`config.mk`:
```
export PLATFORM = sky130hd
export DESIGN_NAME = fan_speed_from_temperature_top
export DESIGN_NICKNAME = d
export VERILOG_FILES = /design/src/sv/fspd_pkg.sv /design/src/sv/fan_speed_from_temperature_top.sv
export VERILOG_INCLUDE_DIRS = /design/src /design/src/sv
export SDC_FILE = /design/constraint.sdc
export NUM_CORES = 1
export LEC_CHECK = 0
export BUFFER_PORTS_ARGS = -buffer_cell sky130_fd_sc_hd__buf_4
export CORE_MARGIN = 2
export CORE_UTILIZATION = 32
export CTS_BUF_LIST = sky130_fd_sc_hd__clkbuf_8 sky130_fd_sc_hd__clkbuf_16
export DETAILED_ROUTE_END_ITERATION = 10
export PLACE_DENSITY = 0.56
export SYNTH_ARGS = -nofsm -noshare
export SYNTH_HDL_FRONTEND = slang
export SYNTH_SLANG_ARGS = --single-unit
export TNS_END_PERCENT = 5
```
`constraint.sdc`:
```
create_clock -name clk -period 6.2 [get_ports clk]
set_clock_uncertainty 0.15 [all_clocks]
set_input_delay 1.55 -clock clk [delete_from_list [all_inputs] [get_ports clk]]
set_output_delay 1.55 -clock clk [all_outputs]
set_load 0.02 [all_outputs]
```
`src/sv/fan_speed_from_temperature_top_assert.svh`:
```
// ----------------------------------------------------------------------------
// Fan speed assertion macros
// Short forms for the concurrent checks at the end of the fan speed top level.
// ----------------------------------------------------------------------------
`ifndef FAN_SPEED_FROM_TEMPERATURE_TOP_ASSERT_SVH
`define FAN_SPEED_FROM_TEMPERATURE_TOP_ASSERT_SVH

// The consequent must hold on the same edge as the antecedent.
`define FSPD_ASSERT_NOW(label, clock, reset, ante, cons, msg) \
  label: assert property (@(posedge clock) disable iff (reset) (ante) |-> (cons)) \
    else $error(msg);

// The consequent must hold on the edge after the antecedent.
`define FSPD_ASSERT_NEXT(label, clock, reset, ante, cons, msg) \
  label: assert property (@(posedge clock) disable iff (reset) (ante) |=> (cons)) \
    else $error(msg);

`endif

```
`src/sv/fspd_pkg.sv`:
```
// ----------------------------------------------------------------------------
// Fan speed package
// Codes, constants and register reset values of the fan speed controller.
// ----------------------------------------------------------------------------
package fspd_pkg;

  // Result kinds carried in the action field.
  typedef enum logic [1:0] {
    ACT_OFF  = 2'd0,
    ACT_CRIT = 2'd1,
    ACT_RAMP = 2'd2
  } action_t;

  // Configuration register indexes.
  typedef enum logic [3:0] {
    REG_OFF_THRESHOLD = 4'd0,
    REG_CRITICAL      = 4'd1,
    REG_SAFE          = 4'd2,
    REG_MIN_SPEED     = 4'd3,
    REG_MAX_SPEED     = 4'd4,
    REG_STEP_SCALE    = 4'd5,
    REG_SLOWEST       = 4'd6,
    REG_FASTEST       = 4'd7
  } reg_index_t;

  localparam logic signed [8:0] HOLD_TICKS = 9'sd20;

  localparam logic [7:0] SPEED_OFF  = 8'hFF;
  localparam logic [7:0] SPEED_CRIT = 8'h66;

  // Width of the dividend in the shared divider; the ramp product needs 24 bits.
  localparam int DIV_W = 24;

  localparam logic [7:0] RST_OFF_THRESHOLD = 8'd45;
  localparam logic [7:0] RST_CRITICAL      = 8'd75;
  localparam logic [7:0] RST_SAFE          = 8'd40;
  localparam logic [7:0] RST_MIN_SPEED     = 8'd0;
  localparam logic [7:0] RST_MAX_SPEED     = 8'd24;
  localparam logic [7:0] RST_STEP_SCALE    = 8'd1;
  localparam logic [7:0] RST_SLOWEST       = 8'd126;
  localparam logic [7:0] RST_FASTEST       = 8'd102;

endpackage

```
`src/sv/fan_speed_from_temperature_top.sv`:
```
// ----------------------------------------------------------------------------
// Fan speed from temperature
// Turns one temperature reading per control tick into a fan speed byte.
// ----------------------------------------------------------------------------
// Usage: each word on the s_t* channel is one control tick carrying an 8-bit
// temperature. For every accepted word exactly one result word leaves on the
// m_t* channel with the action (off, critical, ramp), the speed byte and the
// long delay flag. The cfg_* channel writes the eight 8-bit registers; it is
// always ready and must only be used while the block is idle. Indexes past
// the last register are ignored.
// Timing: an off or critical tick resolves at once and goes from IDLE to
// OUTPUT, where the word enters the output register as m_tvalid rises and
// s_tready returns at the same time, unless the receiver stalls. A ramp tick
// runs one shared restoring divider twice over the 24-bit dividend (slope,
// then the scaled product by max speed), with the multiply states MUL1 and
// MUL2 between and the clamp state FIN after, then OUTPUT. s_tready is high
// only while the sequencer is idle, so one tick is in flight at a time.
// Reset (synchronous, active high) restores the register defaults, reloads
// the hold counter and marks the fan as running. When the receiver stalls,
// the finished result waits in the sequencer, and a word already in the
// output register holds until it is taken.
// ----------------------------------------------------------------------------
`include "fan_speed_from_temperature_top_assert.svh"

module fan_speed_from_temperature_top (
  input  logic        clk,
  input  logic        rst,
  // Input ticks.
  input  logic        s_tvalid,
  output logic        s_tready,
  input  logic [7:0]  s_tdata,   // [7:0] temperature
  // Results.
  output logic        m_tvalid,
  input  logic        m_tready,
  output logic [15:0] m_tdata,   // [1:0] action, [9:2] speed_code, [10] long_delay
  // Register writes.
  input  logic        cfg_valid,
  output logic        cfg_ready,
  input  logic [3:0]  cfg_index,
  input  logic [7:0]  cfg_data
);
  import fspd_pkg::*;

  typedef enum logic [2:0] {
    IDLE,
    SLOPE,
    MUL1,
    MUL2,
    QUOT,
    FIN,
    OUTPUT
  } state_t;

  localparam logic [4:0] DIV_LAST = 5'(DIV_W - 1);

  state_t state;

  // Configuration registers.
  logic [7:0] off_threshold_temp;
  logic [7:0] critical_temp;
  logic [7:0] safe_temp;
  logic [7:0] min_speed_units;
  logic [7:0] max_speed_units;
  logic [7:0] step_scale;
  logic [7:0] slowest_code;
  logic [7:0] fastest_code;

  // Tick state.
  logic signed [8:0] hold_counter;
  logic              fan_is_off;

  // Work registers of the ramp.
  logic [7:0]       diff_mag;
  logic             slope_neg;
  logic             res_neg;
  logic             den_zero;
  logic [15:0]      prod16;
  logic [1:0]       res_action;
  logic [7:0]       res_code;
  logic             res_long;

  // Shared divider.
  logic [7:0]       div_rem;
  logic [DIV_W-1:0] div_quo;
  logic [7:0]       div_den;
  logic [4:0]       div_cnt;

  // Output register.
  logic [1:0]       m_action;
  logic [7:0]       m_code;
  logic             m_long;

  logic              accept;
  logic signed [8:0] hc_dec;
  logic              go_off;
  logic              go_crit;
  logic [8:0]        num;
  logic [8:0]        den;
  logic [8:0]        diff;
  logic [8:0]        num_abs;
  logic [8:0]        den_abs;
  logic [8:0]        diff_abs;
  logic [8:0]        div_shift;
  logic [8:0]        div_sub;
  logic              div_ge;
  logic [7:0]        slope_mag;
  logic [7:0]        quo8;
  logic [7:0]        step8;
  logic [7:0]        code_raw;
  logic [7:0]        code_clamped;

  assign s_tready  = (state == IDLE);
  assign cfg_ready = 1'b1;
  assign accept    = s_tvalid && s_tready;
  assign m_tdata   = {5'd0, m_long, m_code, m_action};

  // The hold counter counts down first and sticks at minus one.
  assign hc_dec  = (hold_counter > -9'sd1) ? (hold_counter - 9'sd1) : hold_counter;
  assign go_off  = (s_tdata < off_threshold_temp) && (hc_dec[8] || fan_is_off);
  assign go_crit = (s_tdata > critical_temp);

  // Signed operands of the ramp, split into sign and magnitude.
  assign num      = {1'b0, max_speed_units} - {1'b0, min_speed_units};
  assign den      = {1'b0, critical_temp} - {1'b0, safe_temp};
  assign diff     = {1'b0, s_tdata} - {1'b0, safe_temp};
  assign num_abs  = num[8] ? (9'd0 - num) : num;
  assign den_abs  = den[8] ? (9'd0 - den) : den;
  assign diff_abs = diff[8] ? (9'd0 - diff) : diff;

  // One restoring division step: shift in the next dividend bit, subtract if it fits.
  assign div_shift = {div_rem, div_quo[DIV_W-1]};
  assign div_sub   = div_shift - {1'b0, div_den};
  assign div_ge    = (div_shift >= {1'b0, div_den});

  // A zero divisor gives a zero slope.
  assign slope_mag = den_zero ? 8'd0 : div_quo[7:0];

  // Only the low byte of the truncated quotient reaches the speed byte.
  always_comb begin
    if (max_speed_units == 8'd0) begin
      quo8 = 8'd0;
    end else if (res_neg) begin
      quo8 = 8'd0 - div_quo[7:0];
    end else begin
      quo8 = div_quo[7:0];
    end
    step8    = min_speed_units + quo8;
    code_raw = slowest_code - step8;
    // The lower clamp is tested first and wins if the two limits cross.
    priority if (code_raw < fastest_code) begin
      code_clamped = fastest_code;
    end else if (code_raw > slowest_code) begin
      code_clamped = slowest_code;
    end else begin
      code_clamped = code_raw;
    end
  end

  always_ff @(posedge clk) begin
    if (rst) begin
      state              <= IDLE;
      m_tvalid           <= 1'b0;
      hold_counter       <= HOLD_TICKS;
      fan_is_off         <= 1'b0;
      off_threshold_temp <= RST_OFF_THRESHOLD;
      critical_temp      <= RST_CRITICAL;
      safe_temp          <= RST_SAFE;
      min_speed_units    <= RST_MIN_SPEED;
      max_speed_units    <= RST_MAX_SPEED;
      step_scale         <= RST_STEP_SCALE;
      slowest_code       <= RST_SLOWEST;
      fastest_code       <= RST_FASTEST;
    end else begin
      // In the output state the word is handed over below instead.
      if (m_tvalid && m_tready && (state != OUTPUT)) begin
        m_tvalid <= 1'b0;
      end

      if (cfg_valid && cfg_ready) begin
        unique case (cfg_index)
          REG_OFF_THRESHOLD: off_threshold_temp <= cfg_data;
          REG_CRITICAL:      critical_temp      <= cfg_data;
          REG_SAFE:          safe_temp          <= cfg_data;
          REG_MIN_SPEED:     min_speed_units    <= cfg_data;
          REG_MAX_SPEED:     max_speed_units    <= cfg_data;
          REG_STEP_SCALE:    step_scale         <= cfg_data;
          REG_SLOWEST:       slowest_code       <= cfg_data;
          REG_FASTEST:       fastest_code       <= cfg_data;
          default: ;
        endcase
      end

      unique case (state)
        IDLE: begin
          if (accept) begin
            if (go_off) begin
              fan_is_off   <= 1'b1;
              hold_counter <= HOLD_TICKS;
              res_action   <= ACT_OFF;
              res_code     <= SPEED_OFF;
              res_long     <= 1'b0;
              state        <= OUTPUT;
            end else if (go_crit) begin
              fan_is_off   <= 1'b0;
              hold_counter <= hc_dec;
              res_action   <= ACT_CRIT;
              res_code     <= SPEED_CRIT;
              res_long     <= 1'b1;
              state        <= OUTPUT;
            end else begin
              fan_is_off   <= 1'b0;
              hold_counter <= hc_dec;
              res_action   <= ACT_RAMP;
              res_long     <= 1'b1;
              diff_mag     <= diff_abs[7:0];
              slope_neg    <= num[8] ^ den[8];
              den_zero     <= (den == 9'd0);
              res_neg      <= diff[8];
              div_quo      <= DIV_W'(num_abs[7:0]);
              div_den      <= den_abs[7:0];
              div_rem      <= 8'd0;
              div_cnt      <= 5'd0;
              state        <= SLOPE;
            end
          end
        end
        SLOPE: begin
          div_rem <= div_ge ? div_sub[7:0] : div_shift[7:0];
          div_quo <= {div_quo[DIV_W-2:0], div_ge};
          div_cnt <= div_cnt + 5'd1;
          if (div_cnt == DIV_LAST) begin
            state <= MUL1;
          end
        end
        MUL1: begin
          prod16  <= slope_mag * diff_mag;
          res_neg <= res_neg ^ slope_neg;
          state   <= MUL2;
        end
        MUL2: begin
          div_quo <= DIV_W'(prod16 * step_scale);
          div_den <= max_speed_units;
          div_rem <= 8'd0;
          div_cnt <= 5'd0;
          state   <= QUOT;
        end
        QUOT: begin
          div_rem <= div_ge ? div_sub[7:0] : div_shift[7:0];
          div_quo <= {div_quo[DIV_W-2:0], div_ge};
          div_cnt <= div_cnt + 5'd1;
          if (div_cnt == DIV_LAST) begin
            state <= FIN;
          end
        end
        FIN: begin
          res_code <= code_clamped;
          state    <= OUTPUT;
        end
        OUTPUT: begin
          if (!m_tvalid || m_tready) begin
            m_tvalid <= 1'b1;
            m_action <= res_action;
            m_code   <= res_code;
            m_long   <= res_long;
            state    <= IDLE;
          end
        end
        default: state <= IDLE;
      endcase
    end
  end

  // A tick is taken only with the sequencer idle, so it never takes two in a row.
  `FSPD_ASSERT_NEXT(a_one_in_flight, clk, rst, accept, !s_tready,
    "input accepted while a tick was still in flight")
  // The hold counter never leaves its range.
  `FSPD_ASSERT_NOW(a_hold_range, clk, rst, 1'b1,
    (hold_counter >= -9'sd1) && (hold_counter <= HOLD_TICKS),
    "hold counter out of range")
  // A fan off result always carries the off speed byte and a short delay.
  `FSPD_ASSERT_NOW(a_off_word, clk, rst, m_tvalid && (m_tdata[1:0] == ACT_OFF),
    (m_tdata[9:2] == SPEED_OFF) && !m_tdata[10],
    "fan off result with wrong speed byte or delay")

endmodule
```
==> Word-level counts from Yosys, hierarchy flattened <==
Index checks and enable logic that the tools add are counted.
{ "op_classes": {"add_sub_neg": 12, "mul": 2, "order_cmp": 6, "n_eq_ne": 22, "mux": 48, "bitwise_logic": 5, "reduce_logical": 36} }
{ "ops": {"columns": ["operator", "n"], "rows": [
  ["$mux W8", 18],
  ["$mux W24", 3],
  ["$pmux W24 S3", 1],
  ["$pmux W8 S2", 2],
  ["$sub A1 B8 Y8 const A", 4],
  ["$sub A8 B8 Y9", 3],
  ["$mul A16 B8 Y24", 1],
  ["$pmux W8 S3", 1],
  ["$pmux W3 S7", 1],
  ["$reduce_and A2 Y1", 10],
  ["$reduce_and A5 Y1", 4],
  ["$mux W3", 6],
  ["$mux W9", 2],
  ["$eq A4 B3 Y1 const B", 4],
  ["$gt A8 B8 Y1", 2],
  ["$lt A8 B8 Y1", 2],
  ["$mul A8 B8 Y16", 1],
  ["$sub A8 B8 Y8", 2],
  ["$mux W5", 3],
  ["$pmux W5 S3", 1],
  ["$ne A2 B2 Y1 const B", 5],
  ["$eq A3 B3 Y1 const B", 3],
  ["$ge A9 B8 Y1", 1],
  ["$gt A9 B1 Y1 const B", 1],
  ["other kinds (28)", 50]
]} }
{ "word_totals": {"reg_bits": 172, "in_bits": 25} }

==> Depth between registers and ports, before layout <==
{ "depth": {"word_depth": 9, "ltp_mapped": 21, "depth_no_buf": 21} }

==> Least setup slack after synthesis <==
Ideal clock, no wire load.
{ "synth_path": {"path_kind": "input port to flip-flop", "startpoint": "in s_tdata[1]", "endpoint": "reg div_cnt[0], enable pin", "arrival_ns": 5.516, "required_time_ns": 5.567, "path_slack_ns": 0.051, "stages": 9, "path_buffers": 0, "cell_sequence": "ha_1 -> nor2b_1 -> o21a_1 -> o21a_1 -> o21a_1 -> o21bai_1 -> a22o_1 -> nand2_1 -> o21ai_0"} }
{ "synth_between": {"elab_chain_cells": 4, "word_cells_on_any_way": 6, "classes_between": "order compare: 2; eq/ne: 2; reduce/logical: 2"} }
{ "synth_rtl": {"columns": ["item", "line", "source"], "rows": [
  ["start, declared", "fan_speed_from_temperature_top.sv:31", "input logic [7:0] s_tdata,"],
  ["$lt A8 B8 Y1", "fan_speed_from_temperature_top.sv:119", "assign go_off = (s_tdata < off_threshold_temp) && (hc_dec[8] || fan_is_off);"],
  ["$logic_and A1 B1 Y1", "fan_speed_from_temperature_top.sv:119", null],
  ["$ne A2 B2 Y1 (no source line)", null, null],
  ["$reduce_and A5 Y1 (no source line) *", null, null],
  ["end signal, assigned", "fan_speed_from_temperature_top.sv:230", "div_cnt <= div_cnt + 5'd1;"],
  ["end signal, assigned", "fan_speed_from_temperature_top.sv:250", "div_cnt <= div_cnt + 5'd1;"],
  ["end, declared", "fan_speed_from_temperature_top.sv:86", "logic [4:0] div_cnt;"]
]} }
Mark *: on every way between the ends. The rest lies on a longest branch, timed or not.
A chain may end at the register's enable or synchronous reset.

==> Worst setup path in the final report <==
{ "layout_path": {"startpoint": "reg step_scale[4]", "endpoint": "reg div_quo[23] (data pin)"} }
{ "layout_between": {"elab_chain_cells": 2} }
{ "layout_rtl": {"columns": ["item", "line", "source"], "rows": [
  ["start, declared", "fan_speed_from_temperature_top.sv:64", "logic [7:0] step_scale;"],
  ["start signal, assigned", "fan_speed_from_temperature_top.sv:186", "REG_STEP_SCALE: step_scale <= cfg_data;"],
  ["$mul A16 B8 Y24", "fan_speed_from_temperature_top.sv:241", "div_quo <= DIV_W'(prod16 * step_scale);"],
  ["$pmux W24 S3", "fan_speed_from_temperature_top.sv:193", "unique case (state)"],
  ["end signal, assigned", "fan_speed_from_temperature_top.sv:219", "div_quo <= DIV_W'(num_abs[7:0]);"],
  ["end signal, assigned", "fan_speed_from_temperature_top.sv:241", null],
  ["end signal, assigned", "fan_speed_from_temperature_top.sv:249", "div_quo <= {div_quo[DIV_W-2:0], div_ge};"],
  ["end, declared", "fan_speed_from_temperature_top.sv:84", "logic [DIV_W-1:0] div_quo;"]
]} }
Every way passes these cells.

==> out/metrics.csv <==
stage,metric,value,unit
final_layout,n_diodes,0,
final_layout,post-layout net count,2061,
route,per-cell routed wire length,15.3,µm
route,DR vias/cell,4.79,
sta,Final Hold Vio Count,0,
synthesis,Post-synth ARST share,0,%
route,drc violations,0,
setup_path,CP Launch Type,flop,
power,Power Density,268,nW/µm²
grt,total gr overflow,0,
sta,RSZ-0062 raised after global routing,no,
cts,clk root buf,clkbuf_16,
synthesis,Avg Inst Size Synth,9.25,µm²
floorplan,Die Wd,228,µm
synthesis,Post-Syn Instances,1730,
cts,CTS tree,done,
cts,"Clk Latency, worst-skew pair",0.46,ns
synthesis,Synth area leader,edfxtp_1,
cts,"Clk pin slew, worst setup/hold paths",0.08,ns
floorplan,die area,51800,µm²
synthesis,share of the synthesized area in the top cell type,17.6,%
final_layout,max FFs per register,24,
floorplan,num rows,81,
synthesis,mapped cell area,16000,µm²
cts,Clock Sinks,172,
grt,largest net degree at the start of global routing,40,
grt,vias in the first global route,11830,
floorplan,Chip Height,228,µm
sta,setup ws final,0.795,ns
synthesis,Synth Warn #,0,
final_layout,area growth from synthesis to layout,10.2,%
placement,DP Worst Slack,0.753,ns
cts,# hold bufs at CTS,0,
sta,Final setup viols,0,
route,vias after detailed routing,11608,
cts,clock tree buffer depth,2,
synthesis,Synth Register Bits,172,
cts,post-CTS setup buffers,0,
sta,fin crit period,5.41,ns
synthesis,Synth cell types,65,
cts,CTS-repair resized insts,0,
setup_path,Worst R2R Setup Slack,0.79,ns
setup_path,Worst EP arrival,5.48,ns
floorplan,core area,49200,µm²
route,WL final,37200,µm
placement,IO buf count,37,
sta,fmax,185,MHz
cts,H-tree levels,4,
sta,period utilisation layout,87.2,%
placement,dpl cells,2392,
floorplan,Ports,44,
hold_path,Worst Hold Class,flop to flop,
grt,initial antenna violation count,0,
sta,Setup TNS Final,0,ns
final_layout,Largest Register,div_quo,
cts,CTS Buf Count,17,
sta,worst-margin pin slew,1.11,ns
status,outcome,"complete, no violations",
setup_path,Crit Path Class,flop to flop,
setup_path,CP Capture Type,flop,
final_layout,Final Instance Count excl. Fillers,2424,
route,drt initial violations,639,
route,Antenna Violating Nets Remaining,0,
final_layout,post-layout util,35.9,%
power,LEAKAGE,7.86,nW
setup_path,worst-path fanout max,17,
synthesis,"EDFF count, synth",94,
synthesis,Area contributors post-synth,"edfxtp_1 18%, fa_1 16%, ha_1 12%, dfxtp_1 9.8%, inv_1 5.8%",
route,Detailed Routing Iterations Pass 1,5,
placement,gpl congestion,0.888,
final_layout,ratio of cells with drive above 1 in the final layout,5.85,%
sta,"Slew Viols, Final",0,
setup_path,critical path required time,6.28,ns
sta,Rel. slew slack,25.8,%
final_layout,Largest regs,"div_quo (24), prod16 (16), hold_counter (9)",
power,worst vdd ir,171,µV
grt,total track usage,15.2,%
synthesis,sequential area share after synthesis,27.4,%
placement,DP HPWL,29500,µm
synthesis,"Top FF cell, synth",edfxtp_1,
floorplan,Initial Util,32.5,%
grt,global-route wire length before repair,61900,µm
job,maxcap violations,0,
## cells in the final DEF (no fill, tap or decap), types with 9 or more instances in the layout
master	n
a22oi_1	9
nand4_1	11
nand3_1	19
o211ai_1	18
fa_1	131
edfxtp_1	94
clkbuf_16	17
a21o_1	19
xor2_1	26
nand2b_1	16
o21ai_0	68
buf_4	49
nor2_1	133
xnor2_1	61
ha_1	158
a211o_1	15
a21oi_1	75
and2_1	143
dfxtp_1	78
inv_1	247
mux2i_1	44
o21bai_1	10
nor3_1	17
o21a_1	13
nand2_1	139
a211oi_1	11
nor2b_1	23
## synthesized netlist by cell type, types with 4 or more instances
master    number
inv_1        246
ha_1         158
and2_1       143
nand2_1      139
nor2_1       133
fa_1         131
edfxtp_1      94
dfxtp_1       78
a21oi_1       76
o21ai_0       69
xnor2_1       61
mux2i_1       44
clkbuf_1      40
xor2_1        26
nor2b_1       23
a21o_1        19
nand3_1       19
o211ai_1      18
nor3_1        17
nand2b_1      16
a211o_1       15
o21a_1        13
a211oi_1      11
nand4_1       11
o21bai_1      10
a22oi_1        9
buf_4          8
a31oi_1        7
nand3b_1       7
o21ai_1        7
nor3b_1        6
nor4_1         6
o31ai_1        6
and3_1         5
o31a_1         5
or2_2          5
a22o_1         4
a311oi_1       4
buf_2          4
or3_1          4
## through the flow
stage	instance area (µm²)	hold WS [ns]	total power, mW
6_report	17600	0.273	4.72
5_1_grt	17600	0.282	5.12
4_1_cts	17600	0.274	4.76
3_5_place_dp	17000	0.256	3.57
3_3_place_gp	17000	0.254	3.54
2_1_floorplan	16000	0.250	3.08
## area by class of cell
type                    instances  area (µm²)
clock buffers                  17         425
multi-input cells            1260       10500
fillers                      5029       31500
flip-flops and latches        172        4380
inverters                     247         927
repair buffers                 49         368
well taps                     664         831
clock inverters                15         208
## per-layer routing
metal  part of all wire [%]  vias up  wire, µm  global-route usage [%]
met1                     49     5632     18100                    20.6
met3                    2.9       42      1080                    2.53
met5                      0        -         0                       0
met2                     47      164     17400                    25.2
li1                       -     5770         -                       -
met4                    1.7        0       636                    3.82
## worst paths after layout
| kind | start | end | cells after the start |
|---|---|---|---|
| worst max-delay path | step_scale[4] | div_quo[23] | 17 |
| worst max register to register | step_scale[4] | div_quo[23] | 17 |
| worst min register to register | res_code[5] | m_code[5] | 0 |
| worst min-delay path | res_code[5] | m_code[5] | 0 |
## power breakdown
part | internal [mW] | switching, mW
sequential | 1.39 | 0.131
combinational | 0.845 | 1.18
clock | 0.650 | 0.525
total | 2.89 | 1.84
## critical path: stages, from the launching register on
cell and delay, ns:
dfxtp_1 0.71, nand2_1 0.17, fa_1 0.52, fa_1 0.49, inv_1 0.05, fa_1 0.54, inv_1 0.06, fa_1 0.52
inv_1 0.04, ha_1 0.35, o211ai_1 0.11, o21ai_1 0.32, o211ai_1 0.14, nand3_1 0.16, nor3_1 0.08, o31ai_1 0.32
xnor2_1 0.11, o21ai_0 0.34
## cell families (layout without fill, tap and decap cells)
logic type | count (synthesis) | in the layout | share of synthesized area (%)
muxes | 44 | 44 | 2.75
adders and majority gates | 289 | 289 | 28.8
AOI/OAI and AO/OA | 295 | 295 | 12.1
and+or+nand+nor | 538 | 538 | 16.7
xor gates and xnor gates | 88 | 88 | 4.86
other | 2 | 6 | 0.0469
DFF | 172 | 172 | 27.4
buffers and inverters | 302 | 328 | 7.30
Power figures use the tool's default switching activity.
